**config.mk**
```make
export PLATFORM = sky130hd
export DESIGN_NAME = tdm_channel_extract_decimate_unit
export DESIGN_NICKNAME = d
export VERILOG_FILES = /design/src/tced_pkg.sv /design/src/tdm_channel_extract_decimate_unit.sv
export SDC_FILE = /design/constraint.sdc
export NUM_CORES = 1
export LEC_CHECK = 0
export ABC_AREA = 1
export BUFFER_PORTS_ARGS = -buffer_cell sky130_fd_sc_hd__buf_2
export CAP_MARGIN = 10
export CORE_MARGIN = 2
export CORE_UTILIZATION = 45
export DETAILED_ROUTE_END_ITERATION = 8
export GPL_ROUTABILITY_DRIVEN = 1
export GPL_TIMING_DRIVEN = 1
export SLEW_MARGIN = 15
export SYNTH_ARGS = -nofsm -noshare
export SYNTH_HDL_FRONTEND = slang
export SYNTH_SLANG_ARGS = --single-unit
export TNS_END_PERCENT = 50
```
**constraint.sdc**
```tcl
create_clock -name clk -period 3.2 [get_ports clk]
set_input_delay 0.48 -clock clk [delete_from_list [all_inputs] [get_ports clk]]
set_output_delay 0.48 -clock clk [all_outputs]
set_load 0.005 [all_outputs]
```
**src/tced_pkg.sv**
```systemverilog
package tced_pkg;

    // Block geometry.
    localparam int FRAMES_PER_BLOCK = 128;
    localparam int SLOTS            = 4;
    localparam int SAMPLE_W         = 16;
    localparam int SLOT_W           = 2;
    localparam int FRAME_W          = $clog2(FRAMES_PER_BLOCK);

    // Configuration register layout.
    localparam int MODE_W    = 3;
    localparam int CHAN_W    = 2;
    localparam int CFG_W     = 3;
    localparam int CFG_IDX_W = 1;

    typedef logic [SAMPLE_W-1:0]  sample_t;
    typedef logic [SLOT_W-1:0]    slot_t;
    typedef logic [FRAME_W-1:0]   frame_t;
    typedef logic [MODE_W-1:0]    mode_t;
    typedef logic [CFG_IDX_W-1:0] cfg_idx_t;
    typedef logic [CFG_W-1:0]     cfg_data_t;

    // Register indexes.
    localparam cfg_idx_t REG_STREAM_MODE      = 1'd0;
    localparam cfg_idx_t REG_SELECTED_CHANNEL = 1'd1;

    // Stream modes.
    localparam mode_t MODE_ONE_FULL = 3'd0;
    localparam mode_t MODE_ONE_HALF = 3'd1;
    localparam mode_t MODE_ALL_FULL = 3'd2;
    localparam mode_t MODE_ALL_SUM  = 3'd3;
    localparam mode_t MODE_BYTESWAP = 3'd4;

    // Frame indexes that carry the block end flag.
    localparam frame_t LAST_FRAME = FRAME_W'(FRAMES_PER_BLOCK - 1);
    localparam frame_t LAST_HALF  = FRAME_W'(((FRAMES_PER_BLOCK - 3) / 2) * 2);
    localparam frame_t LAST_PAIR  = FRAME_W'((FRAMES_PER_BLOCK / 2) * 2 - 1);

    localparam slot_t LAST_SLOT = SLOT_W'(SLOTS - 1);

    // Result beat.
    typedef struct packed {
        sample_t value;
        logic    block_end;
    } result_t;

endpackage

```
**src/tdm_channel_extract_decimate_unit.sv**
```systemverilog
// Four-slot TDM channel extractor and decimator. Samples arrive one beat at a
// time and each beat yields zero or one result beat, which is registered in
// the result or skid register. An input beat can be accepted in every cycle
// while in_stall is low: the whole per-sample decision (slot match, frame-pair
// sum, byte swap) is one short step into the result register, and a one-entry
// skid register keeps input acceptance going while a result waits on out_stall.
// in_stall rises only when both the result and skid registers are full.
// Configuration writes take effect on the next accepted sample and do not
// reset the slot and frame counters.
module tdm_channel_extract_decimate_unit (
    input  logic                clk,
    input  logic                rst_n,
    input  logic                cfg_write,
    input  tced_pkg::cfg_idx_t  cfg_index,
    input  tced_pkg::cfg_data_t cfg_data,
    input  logic                in_valid,
    output logic                in_stall,
    input  tced_pkg::sample_t   sample,
    output logic                out_valid,
    input  logic                out_stall,
    output tced_pkg::sample_t   out_sample,
    output logic                block_end
);
    import tced_pkg::*;

    mode_t   stream_mode_reg;
    slot_t   selected_channel_reg;
    slot_t   slot_count_reg;
    frame_t  frame_count_reg;
    sample_t pair_hold_reg [SLOTS];

    logic    out_valid_reg;
    result_t out_reg;
    logic    skid_valid_reg;
    result_t skid_reg;

    logic    in_take;
    logic    out_take;
    logic    odd_frame;
    logic    emit;
    result_t res;
    sample_t pair_sum;

    assign in_stall  = skid_valid_reg;
    assign in_take   = in_valid && !skid_valid_reg;
    assign out_take  = out_valid_reg && !out_stall;
    assign odd_frame = frame_count_reg[0];
    assign pair_sum  = pair_hold_reg[slot_count_reg] + sample;

    // Per-sample decision for the current mode.
    always_comb
    begin
        emit          = 1'b0;
        res.value     = sample;
        res.block_end = 1'b0;
        case (stream_mode_reg)
            MODE_ONE_FULL:
            begin
                emit          = (slot_count_reg == selected_channel_reg);
                res.block_end = (frame_count_reg == LAST_FRAME);
            end
            MODE_ONE_HALF:
            begin
                emit          = (slot_count_reg == selected_channel_reg) && !odd_frame
                                && (frame_count_reg <= FRAME_W'(FRAMES_PER_BLOCK - 3));
                res.block_end = (frame_count_reg == LAST_HALF);
            end
            MODE_ALL_FULL:
            begin
                emit          = 1'b1;
                res.block_end = (frame_count_reg == LAST_FRAME)
                                && (slot_count_reg == LAST_SLOT);
            end
            MODE_ALL_SUM:
            begin
                emit          = odd_frame;
                res.value     = pair_sum;
                res.block_end = (frame_count_reg == LAST_PAIR)
                                && (slot_count_reg == LAST_SLOT);
            end
            MODE_BYTESWAP:
            begin
                emit          = 1'b1;
                res.value     = {sample[7:0], sample[15:8]};
                res.block_end = (frame_count_reg == LAST_FRAME)
                                && (slot_count_reg == LAST_SLOT);
            end
            default:
            begin
                emit = 1'b0;
            end
        endcase
    end

    // Configuration registers.
    always_ff @(posedge clk or negedge rst_n)
    begin
        if (!rst_n)
        begin
            stream_mode_reg      <= MODE_ONE_FULL;
            selected_channel_reg <= '0;
        end
        else if (cfg_write)
        begin
            case (cfg_index)
                REG_STREAM_MODE:      stream_mode_reg      <= cfg_data;
                REG_SELECTED_CHANNEL: selected_channel_reg <= cfg_data[CHAN_W-1:0];
                default:              ;
            endcase
        end
    end

    // Slot and frame counters, and the even-frame sample store.
    always_ff @(posedge clk or negedge rst_n)
    begin
        if (!rst_n)
        begin
            slot_count_reg  <= '0;
            frame_count_reg <= '0;
            for (int i = 0; i < SLOTS; i++)
            begin
                pair_hold_reg[i] <= '0;
            end
        end
        else if (in_take)
        begin
            if (!odd_frame)
            begin
                pair_hold_reg[slot_count_reg] <= sample;
            end
            slot_count_reg <= slot_count_reg + 1'b1;
            if (slot_count_reg == LAST_SLOT)
            begin
                if (frame_count_reg == LAST_FRAME)
                begin
                    frame_count_reg <= '0;
                end
                else
                begin
                    frame_count_reg <= frame_count_reg + 1'b1;
                end
            end
        end
    end

    // Result register with a one-entry skid behind it.
    always_ff @(posedge clk or negedge rst_n)
    begin
        if (!rst_n)
        begin
            out_valid_reg  <= 1'b0;
            skid_valid_reg <= 1'b0;
        end
        else
        begin
            if (!out_valid_reg || out_take)
            begin
                if (skid_valid_reg)
                begin
                    out_valid_reg  <= 1'b1;
                    skid_valid_reg <= 1'b0;
                end
                else
                begin
                    out_valid_reg <= in_take && emit;
                end
            end
            else if (in_take && emit)
            begin
                skid_valid_reg <= 1'b1;
            end
        end
    end

    // Result payloads.
    always_ff @(posedge clk)
    begin
        if (!out_valid_reg || out_take)
        begin
            if (skid_valid_reg)
            begin
                out_reg <= skid_reg;
            end
            else if (in_take && emit)
            begin
                out_reg <= res;
            end
        end
        else if (in_take && emit)
        begin
            skid_reg <= res;
        end
    end

    assign out_valid  = out_valid_reg;
    assign out_sample = out_reg.value;
    assign block_end  = out_reg.block_end;

endmodule
```
After elaboration in Yosys (flattened, before gate mapping)

Cells that the tools add are included.

Bits in registers: 114
Bits of input ports: 25
Output and inout port bits: 19
Logic and storage cells: 70

Add/sub/neg operators: 3
Magnitude comparators: 3
Eq/ne operators: 8
Muxes and demuxes: 15
Bitwise logic cells: 4
Reduce and logical (&&, ||, !) cells: 23

Operators by type and width:

| operator                                                                     | number |
|---|---|
| 64-bit bitwise mux                                                           | 1 |
| 16-bit two-way mux                                                           | 3 |
| 17-bit two-way mux                                                           | 2 |
| 16-bit binary-select mux with 2-bit select                                   | 1 |
| 16-bit demux with 2-bit select                                               | 1 |
| 16-bit one-hot mux with 2 select lines                                       | 1 |
| 16-bit adder                                                                 | 1 |
| 7-bit equality test, second input constant                                   | 2 |
| 2-bit AND reduction                                                          | 6 |
| 7-bit by 1-bit adder with 7-bit output, second input constant                | 1 |
| 7-bit <= comparator, second input constant                                   | 1 |
| 1-bit logical AND                                                            | 7 |
| 7-bit two-way mux                                                            | 1 |
| 3-bit by 2-bit equality test with 1-bit output, second input constant        | 2 |
| 1-bit zero test                                                              | 4 |
| 1-bit one-hot mux with 4 select lines                                        | 1 |
| 2-bit nonzero test                                                           | 2 |
| 3-bit by 1-bit equality test with 1-bit output, second input constant        | 1 |
| 3-bit equality test, second input constant                                   | 1 |
| 3-bit greater-or-equal comparator, second input constant                     | 1 |
| 3-bit zero test                                                              | 1 |
| 3-bit by 1-bit less-than comparator with 1-bit output, second input constant | 1 |
| 1-bit two-way mux                                                            | 3 |
| 1-bit NOT                                                                    | 3 |
| other kinds (8)                                                              | 8 |

Logic depth before layout (Yosys ltp)

Depth in word-level cells: 8
Mapped depth: 18
Gate-level depth less buffers: 16

Worst setup path before layout

Ideal clock, no wire load.

Kind: reg-to-reg
Start: register slot_count_reg[0]
End: register out_reg (netlist bit out_sample[8]), data pin
Arrival: 2.180 ns
Data required time: 2.948 ns
Path slack: 0.768 ns
Cell stages (with the launch flop): 15
Path buffers: 2
Period minus slack after synthesis: 2.432 ns
Cell sequence: dfrtp_1 buf_4 inv_2 clkbuf_1 nor2_1 o22ai_1 ha_1 or2_1 and2_4 nand2_1 nand3b_1 nand3_1 nand3_2 nand2_1 nand2_1

RTL lines:

| what                     | line                                     | RTL |
|---|---|---|
| start: declaration       | tdm_channel_extract_decimate_unit.sv:28  | `slot_t slot_count_reg;` |
| start signal: assignment | tdm_channel_extract_decimate_unit.sv:131 | `slot_count_reg <= slot_count_reg + 1'b1;` |
| end signal: assignment   | tdm_channel_extract_decimate_unit.sv:182 | `out_reg <= skid_reg;` |
| end signal: assignment   | tdm_channel_extract_decimate_unit.sv:186 | `out_reg <= res;` |
| end: declaration         | tdm_channel_extract_decimate_unit.sv:33  | `result_t out_reg;` |

==> results by group <==
Drt
  • DRT Pass-1 Iters: 6
  • ANT nets after route: 0
  • Drt total wl: 14800 µm
  • Routed vias/inst: 5.21
  • Post-DR wirelength/cell: 15.1 µm
  • DRC: 0
  • Total vias in the final route: 5101
  • Initial DRC count: 414

Power and ir drop
  • Flop pwr share: 0.313
  • Switching power total: 2.95 mW
  • Power Dens Cells: 1030 mW/mm²
  • Clock share of power: 0.256
  • Cell-internal power: 4.30 mW
  • Leak: 3.49 nW
  • Combinational Power Share: 0.431
  • Total power: 7.26 mW
  • VDD IR max: 0.422 mV
  • Sw Ratio: 0.407

Synth
  • Netlist Area Pre-Place: 0.00615 mm²
  • Mean Syn Cell Area: 8.18 µm²
  • Post-Syn Instances: 752
  • Synth cell types: 40
  • Yosys warns: 0
  • Simple logic cell fraction of the synthesized area: 0.241
  • Main combinational cell family by area after synthesis: simple AND/OR/NAND/NOR gates
  • Synth Area in Compound Gates: 0.135
  • Post-synthesis mux area share: 0
  • Syn nets: 800
  • Xor and xnor area share after synthesis: 0.00855
  • Fraction of the yosys area taken by sequential cells: 0.492
  • Post-Synth Adder-Cell Area: 0.0480
  • Yosys reg bits: 114

Timing
  • Final Max Slew Viols: 0
  • Min Tclk post-route: 2.76 ns
  • Worst Clk Skew: 0.00757 ns
  • Slew HR: 0.323
  • Worst slew pin tran: 1.02 ns
  • Fin Setup TNS: 0 ns
  • Max Fclk: 0.362 GHz
  • Final Worst Setup Slack: 0.440 ns
  • Final Hold Viols: 0
  • Unrepaired setup endpoints after global routing: false
  • Final setup violation count: 0
  • Fin crit share: 0.862

Finish
  • Largest register FFs: 64
  • ANT cells: 0
  • Layout cells sized above 1: 0.138
  • Number of fill cells: 1210
  • Final nets: 838
  • Final Cell Area: 0.00705 mm²
  • Final std cells w/o fill: 979
  • Area Overhead vs Synth: 14.6%

Place
  • Final GP Congestion: 0.999
  • Final HPWL from detailed placement: 10300 µm
  • Dpl cells: 947
  • Pre-CTS WS: 0.478 ns
  • Port Buffers: 43
  • Cell Area, Placed: 0.00646 mm²

Die
  • Initial core utilization: 0.463
  • # IOs: 44
  • Num rows: 42
  • Die Wd: 121 µm
  • Die Y: 121 µm
  • Full die area: 0.0146 mm²
  • CORE AREA: 0.0133 mm²

GRT
  • Global route overflow: 0
  • GRT busiest layer: met2
  • Initial antenna violation count: 0
  • All-Layer GR Usage: 0.214
  • Largest net degree at the start of global routing: 81
  • Grt met3 use: 0.0475
  • M2 GR Usage: 0.322
  • Grt met1 use: 0.290
  • Number of global-route vias before repair: 4711
  • First-pass GRT wire length: 23800 µm

Setup path
  • CP endpoint kind: register
  • Worst Setup SP: slot_count_reg[0]
  • Critical path class: register to register
  • Critical path arrival: 2.93 ns
  • CP required: 3.37 ns
  • R2r worst-path depth: 11
  • Crit start category: register
  • Critical path fanouts, max: 34
  • R2R Setup Slk: 0.44 ns
  • RR Endpoint: out_sample[7]
  • Worst R2R Start: slot_count_reg[0]

CTS
  • Max Buffers Root-to-Sink: 2
  • Worst skew pair latency: 0.42 ns
  • Post-CTS Hold Buffers: 0
  • Reg clk slew, reported paths: 0.05 ns
  • Num CTS Buffers: 17
  • CTS sink count: 114
  • H-tree depth: 4
  • Root buffer cell: clkbuf_16
  • Post-CTS Resized: 0
  • CTS tree: done
  • Post-CTS Setup Bufs: 0

Job
  • Max Cap Viol: 0

Worst hold path
  • Worst hold-check path type: input port to asynchronous set/reset pin

Status
  • Status: completed
==> logic make-up after synthesis <==
| family | count (synthesis) |
|---|---|
| AO/OA/AOI/OAI | 150 |
| XOR/XNOR | 6 |
| adder cells (fa/ha/maj) | 23 |
| buffers and inverters | 111 |
| flip-flops | 114 |
| AND/OR/NAND/NOR | 348 |
==> final cells by class <==
class | count | area [µm²] | area share
sequential | 114 | 3020 | 0.429
clock inverter | 8 | 73.8 | 0.0105
multi-input combinational | 527 | 2660 | 0.377
timing repair buffer | 47 | 248 | 0.0351
tap | 176 | 220 | 0.0312
inverter | 83 | 312 | 0.0442
clock buffer | 24 | 514 | 0.0729
==> routing by layer <==
metal / share of wire / routed length [µm] / vias to the layer above
met4: 0.030 / 451 / 0
met3: 0.057 / 841 / 31
met5: 0 / 0 / -
li1: - / - / 2533
met1: 0.47 / 6900 / 2374
met2: 0.45 / 6620 / 163
==> power groups by stage <==
stage               registers, mW  logic [mW]  clock network (mW)
floorplan                    2.23        2.39                   0
global placement             2.28        3.02                   0
detailed placement           2.29        3.07                   0
CTS                          2.27        3.09                1.89
global route                 2.33        3.54                1.96
finish                       2.27        3.13                1.86
==> Yosys cell counts (all sizes together) <==
cell / instances / area share
dfrtp: 80 / 0.33
buf: 19 / 0.020
o22ai: 24 / 0.024
nand4: 2 / 0.0020
nand3: 32 / 0.029
nor3: 5 / 0.0059
clkinv: 1 / 0.00061
o221ai: 4 / 0.0098
xnor2: 3 / 0.0043
o21ai: 106 / 0.086
edfxtp: 34 / 0.17
o21bai: 1 / 0.0012
a31oi: 1 / 0.0010
clkbuf: 9 / 0.0057
fa: 1 / 0.0033
xor2: 3 / 0.0043
nand3b: 3 / 0.0037
a22oi: 1 / 0.0012
nand2: 245 / 0.16
ha: 22 / 0.045
and2: 2 / 0.0024
a21oi: 13 / 0.011
or2: 3 / 0.0035
inv: 82 / 0.050
nor2: 56 / 0.037
==> stage by stage <==
step,utilization,hold WS (ns)
after floorplan,-,0.184
after global placement,0.486,0.468
after detailed placement,0.486,0.474
after CTS,0.530,0.273
after global routing,0.530,0.322
final,0.530,0.243
==> critical path: stages (launching register included) <==
cell,delay [ns]
dfrtp_1,0.39
inv_2,0.41
o21ai_0,0.14
o22ai_1,0.25
ha_1,0.31
or2_4,0.25
nand3_1,0.08
nand2_1,0.15
o21ai_0,0.20
nand3_1,0.16
nand2_1,0.10
nand2_1,0.06
==> worst max-delay path by stage <==
stage / cells past startpoint / endpoint / slack (ns)
floorplan: 14 / out_sample[8] / 0.77
global placement: 11 / out_sample[7] / 0.52
detailed placement: 13 / out_sample[9] / 0.48
CTS: 13 / out_sample[9] / 0.47
global route: 12 / out_sample[7] / 0.24
finish: 11 / out_sample[7] / 0.44
==> placed cells by master, fill, tap and decap left out, types with 4 or more instances in the layout <==
master and instances:
nand2_1 232, a21oi_1 12, nand2_2 11, buf_2 42, dfrtp_1 80, inv_2 5
o21ai_0 58, clkinv_2 4, clkbuf_16 19, nand3_1 28, edfxtp_1 34, inv_1 77
nor3_1 4, buf_4 5, nor2_1 52, o21ai_1 48, o221ai_2 4, nand3_2 4
o22ai_1 24, ha_1 22
No activity file was read; power rests on OpenSTA's default activity.
